[src/fisa_pkg.sv]
package fisa_pkg;

    localparam int POOL_DEPTH = 1024;
    localparam int ADDR_W     = $clog2(POOL_DEPTH);
    localparam int HEAD_W     = 11;
    localparam int HANDLE_W   = 16;
    localparam int STRIDE_W   = 16;
    localparam int OFFSET_W   = 32;
    localparam int OP_W       = 2;
    localparam int STATUS_W   = 2;
    localparam int CFG_IDX_W  = 2;
    localparam int CFG_DATA_W = 16;

    localparam logic [HANDLE_W-1:0] INVALID_HANDLE = '1;

    localparam logic [OP_W-1:0] OP_OBTAIN   = 2'd0;
    localparam logic [OP_W-1:0] OP_RELEASE  = 2'd1;
    localparam logic [OP_W-1:0] OP_FREE_ALL = 2'd2;
    localparam logic [OP_W-1:0] OP_ACCESS   = 2'd3;

    localparam logic [STATUS_W-1:0] STATUS_OK        = 2'd0;
    localparam logic [STATUS_W-1:0] STATUS_EMPTY     = 2'd1;
    localparam logic [STATUS_W-1:0] STATUS_UNDERFLOW = 2'd2;

    localparam logic [CFG_IDX_W-1:0] CFG_POOL_ENTRIES = 2'd0;
    localparam logic [CFG_IDX_W-1:0] CFG_ENTRY_STRIDE = 2'd1;

    localparam logic [HEAD_W-1:0] POOL_ENTRIES_RESET = HEAD_W'(1024);
    localparam logic [STRIDE_W-1:0] ENTRY_STRIDE_RESET = STRIDE_W'(1);

    // Outcome of one operation as decided from the head and the fill mark.
    typedef struct packed {
        logic                pop;     // obtain that takes an entry
        logic                fresh;   // popped entry never rewritten since refill
        logic [STATUS_W-1:0] status;
        logic [HEAD_W-1:0]   count;   // handles outstanding afterwards
    } dec_t;

endpackage

[src/fisa_head_ctrl.sv]
module fisa_head_ctrl (
    input  logic                          aclk,
    input  logic                          aresetn,
    input  logic                          accept,
    input  logic [fisa_pkg::OP_W-1:0]     op,
    input  logic [fisa_pkg::HEAD_W-1:0]   pool_entries,
    output logic [fisa_pkg::ADDR_W-1:0]   rd_addr,
    output logic                          wr_en,
    output logic [fisa_pkg::ADDR_W-1:0]   wr_addr,
    output fisa_pkg::dec_t                dec
);

    logic [fisa_pkg::HEAD_W-1:0] head_reg, head_next;
    // Fill mark: highest head reached since the last refill. An entry at or
    // above it still holds its own index; below it the memory is current.
    logic [fisa_pkg::HEAD_W-1:0] hwm_reg, hwm_next;
    logic [fisa_pkg::HEAD_W-1:0] pool_eff;

    assign pool_eff = (pool_entries > fisa_pkg::HEAD_W'(fisa_pkg::POOL_DEPTH))
                    ? fisa_pkg::HEAD_W'(fisa_pkg::POOL_DEPTH) : pool_entries;

    assign rd_addr = head_reg[fisa_pkg::ADDR_W-1:0];
    assign wr_addr = fisa_pkg::ADDR_W'(head_reg - fisa_pkg::HEAD_W'(1));
    assign wr_en   = accept && (op == fisa_pkg::OP_RELEASE) && (head_reg != '0);

    always_comb begin
        head_next  = head_reg;
        hwm_next   = hwm_reg;
        dec.pop    = 1'b0;
        dec.fresh  = (head_reg == hwm_reg);
        dec.status = fisa_pkg::STATUS_OK;
        case (op)
            fisa_pkg::OP_OBTAIN: begin
                if (head_reg < pool_eff) begin
                    dec.pop   = 1'b1;
                    head_next = head_reg + fisa_pkg::HEAD_W'(1);
                    if (head_reg == hwm_reg) begin
                        hwm_next = head_next;
                    end
                end else begin
                    dec.status = fisa_pkg::STATUS_EMPTY;
                end
            end
            fisa_pkg::OP_RELEASE: begin
                if (head_reg == '0) begin
                    dec.status = fisa_pkg::STATUS_UNDERFLOW;
                end else begin
                    head_next = head_reg - fisa_pkg::HEAD_W'(1);
                end
            end
            fisa_pkg::OP_FREE_ALL: begin
                head_next = '0;
                hwm_next  = '0;
            end
            default: begin
            end
        endcase
        dec.count = head_next;
    end

    always_ff @(posedge aclk) begin
        if (!aresetn) begin
            head_reg <= '0;
            hwm_reg  <= '0;
        end else if (accept) begin
            head_reg <= head_next;
            hwm_reg  <= hwm_next;
        end
    end

endmodule

[config.mk]
export PLATFORM = sky130hd
export DESIGN_NAME = fisa_head_ctrl
export DESIGN_NICKNAME = d
export VERILOG_FILES = /design/src/fisa_pkg.sv /design/src/fisa_head_ctrl.sv
export SDC_FILE = /design/constraint.sdc
export NUM_CORES = 1
export LEC_CHECK = 0
export BUFFER_PORTS_ARGS = -buffer_cell sky130_fd_sc_hd__buf_2
export CAP_MARGIN = 20
export CORE_UTILIZATION = 40
export DETAILED_ROUTE_END_ITERATION = 12
export PLACE_DENSITY = 0.58
export SKIP_CTS_REPAIR_TIMING = 1
export SYNTH_ARGS = -nofsm -noshare
export SYNTH_HDL_FRONTEND = slang
export SYNTH_SLANG_ARGS = --single-unit
[constraint.sdc]
create_clock -name aclk -period 2.5 [get_ports aclk]
set_input_delay 0.25 -clock aclk [delete_from_list [all_inputs] [get_ports aclk]]
set_output_delay 0.25 -clock aclk [all_outputs]
set_load 0.1 [all_outputs]
==> metrics.txt <==
largest net degree at the start of global routing=15; post-synthesis cell count=301; Max-Cap Viols=0; IO Pins=52; via/cell ratio=5.77; Worst-path clk slew=0.09 ns; Post-synth EDFFs=0; Max transition margin=63.4%; Clock Sinks=22; synthesized area per cell=7.67 µm²; main combinational cell family by area after synthesis=compound AO/OA/AOI/OAI gates; fin util=71.8%; CTS tree=built; row count=27; die area=0.00608 mm²; Final Cycle Share=112%; Leakage=1.58 nW; crit path max fanout=7; CTS Root Cell=clkbuf_8; # fillers=408; post-synthesis sequential area ratio=19.1%; share of layout cells above drive strength 1=56.4%; Peak VDD IR=0.000526 V; Synth Area in XOR/XNOR=8.73%; Initial Util=41.6%; worst skew pair latency=0.28 ns; CP startpoint kind=register; Die Wd=77.9 µm; power after layout=2.87 mW; gpl congestion=0.884; failing checks=setup timing; WL/cell=18.1 µm; Layout Nets=429; Adder-Cell Fraction of Synth Area=7.05%; setup violators final=12; Hold Fails Final Rpt=0; vias in the first global route=2545; Yosys cell types=67; drt pass-1 iters=5; critical path type=reg2out; Max Root-Sink Buffers=2; commonest cells after routing, fill and taps aside=buf_4, buf_2, nand2_1; Mapped Area=0.00231 mm²; DIE HEIGHT=77.9 µm; RSZ-0062 raised after global routing=yes; most common cell after layout, fill and taps aside=buf_4; CTS H-tree lvls=1; worst clock skew=0.00145 ns; total negative slack=-2.39 ns; min Tclk post-route=2.80 ns; actual slew at the worst max-slew pin=0.547 ns; simple-gate share of the synthesized area=24.6%; first-pass GRT wire length=12600 µm; fraction of the mapped netlist area in compound gates=30.1%; Synth Warn #=0; gr ovfl total=0; initial drt markers=222; Hold WC Path Type=in2reg; Syn Nets=330; antenna violations before repair=0; via count=2718; outcome=finished, violations left; CTS Buf Count=3; critical path required time=2.25 ns; final wirelength=8530 µm; input/output buffers=51; Residual DRC=0; dpl hpwl=6190 µm; Routed Antenna Nets=0; Final WS setup=-0.302 ns; ANT cells=0; Power Dens Cells=723 mW/mm²; async set-reset flop share out of synthesis=0%; flop and latch count out of synthesis=22; Setup crit end kind=primary output; gr usage total=26.6%; multiplexer area fraction after synthesis=0.434%; Slew Limit Fails=0; synthesis-to-finish area growth=72.4%; Arr. time, crit path=2.55 ns; Synth Flop Type=dfxtp_1; maximum clock frequency=0.357 GHz; Core ar.=0.00554 mm²
-- cell type report --
| cell class | count | area [µm²] | area share [%] |
|---|---|---|---|
| clock buffers | 3 | 41.3 | 1.04 |
| clock inverters | 1 | 30.0 | 0.755 |
| inverters | 16 | 91.3 | 2.30 |
| multi-input cells | 236 | 2130 | 53.7 |
| flip-flops and latches | 22 | 452 | 11.4 |
| well taps | 72 | 90.1 | 2.26 |
| repair buffers | 121 | 1140 | 28.6 |
-- synthesized netlist by cell type, types with 4 or more instances --
library cell / n / share of area (%)
nand2_1: 42 / 6.8
dfxtp_1: 22 / 19
xnor2_1: 21 / 8.0
a21oi_1: 19 / 4.1
o21ai_1: 19 / 4.1
ha_1: 13 / 7.1
buf_4: 12 / 3.9
inv_1: 11 / 1.8
nor2_1: 11 / 1.8
o21ai_0: 11 / 2.4
nor3_1: 10 / 2.2
nand3_1: 8 / 1.7
buf_2: 7 / 1.5
nand4_1: 6 / 1.6
clkbuf_1: 5 / 0.81
o31ai_1: 4 / 1.3
-- power breakdown --
group / leakage [nW] / switching [mW] / internal, mW
registers: 0.182 / 0.0196 / 0.368
logic: 1.37 / 1.36 / 0.764
clock network: 0.0357 / 0.143 / 0.215
-- kinds of logic (layout without fill, tap and decap cells) --
group	after synthesis	after routing
buf+inv	43	141
xor+xnor	23	23
fa+ha+maj	13	13
flops	22	22
simple gates	104	104
mux	1	1
compound gates	95	95
-- per-layer routing --
layer | GRT usage (%) | routed length (µm) | part of all wire, % | vias to the layer above
met1 | 35.6 | 3610 | 42 | 1304
met3 | 2.82 | 416 | 4.9 | 26
met2 | 45.4 | 4280 | 50 | 115
met5 | 0 | 0 | 0 | -
li1 | - | - | - | 1273
met4 | 6.85 | 223 | 2.6 | 0
-- critical path, cell delays in order, from the launching register on --
cell     delay, ns
dfxtp_2       0.36
ha_4          0.27
nand4_1       0.14
buf_4         0.19
nor3_4        0.20
a211o_4       0.26
o21ai_4       0.08
inv_2         0.09
buf_6         0.12
nor2_4        0.04
buf_6         0.11
a22oi_2       0.20
buf_12        0.20
-- path summary, 6_finish.rpt --
kind,end,slack [ns],from,cells after the start
min reg2reg,hwm_reg[9]$_SDFFE_PN0P_,0.47,hwm_reg[9]$_SDFFE_PN0P_,2
min,head_reg[10]$_SDFFE_PN0P_,0.32,aresetn,3
max reg2reg,head_reg[9]$_SDFFE_PN0P_,0.20,head_reg[1]$_SDFFE_PN0P_,8
max,dec[5],-0.30,head_reg[10]$_SDFFE_PN0P_,12
-- per-stage QoR --
step | cell area (µm²) | hold WS [ns] | cells | worst slack [ns]
floorplan | 2530 | 0.385 | 301 | -0.815
global placement | 3460 | 0.449 | 462 | -0.306
detailed placement | 3460 | 0.456 | 462 | -0.378
CTS | 3540 | 0.295 | 466 | -0.381
global route | 3980 | 0.314 | 471 | -0.382
finish | 3980 | 0.321 | 471 | -0.302
No activity file was read; power rests on OpenSTA's default activity.
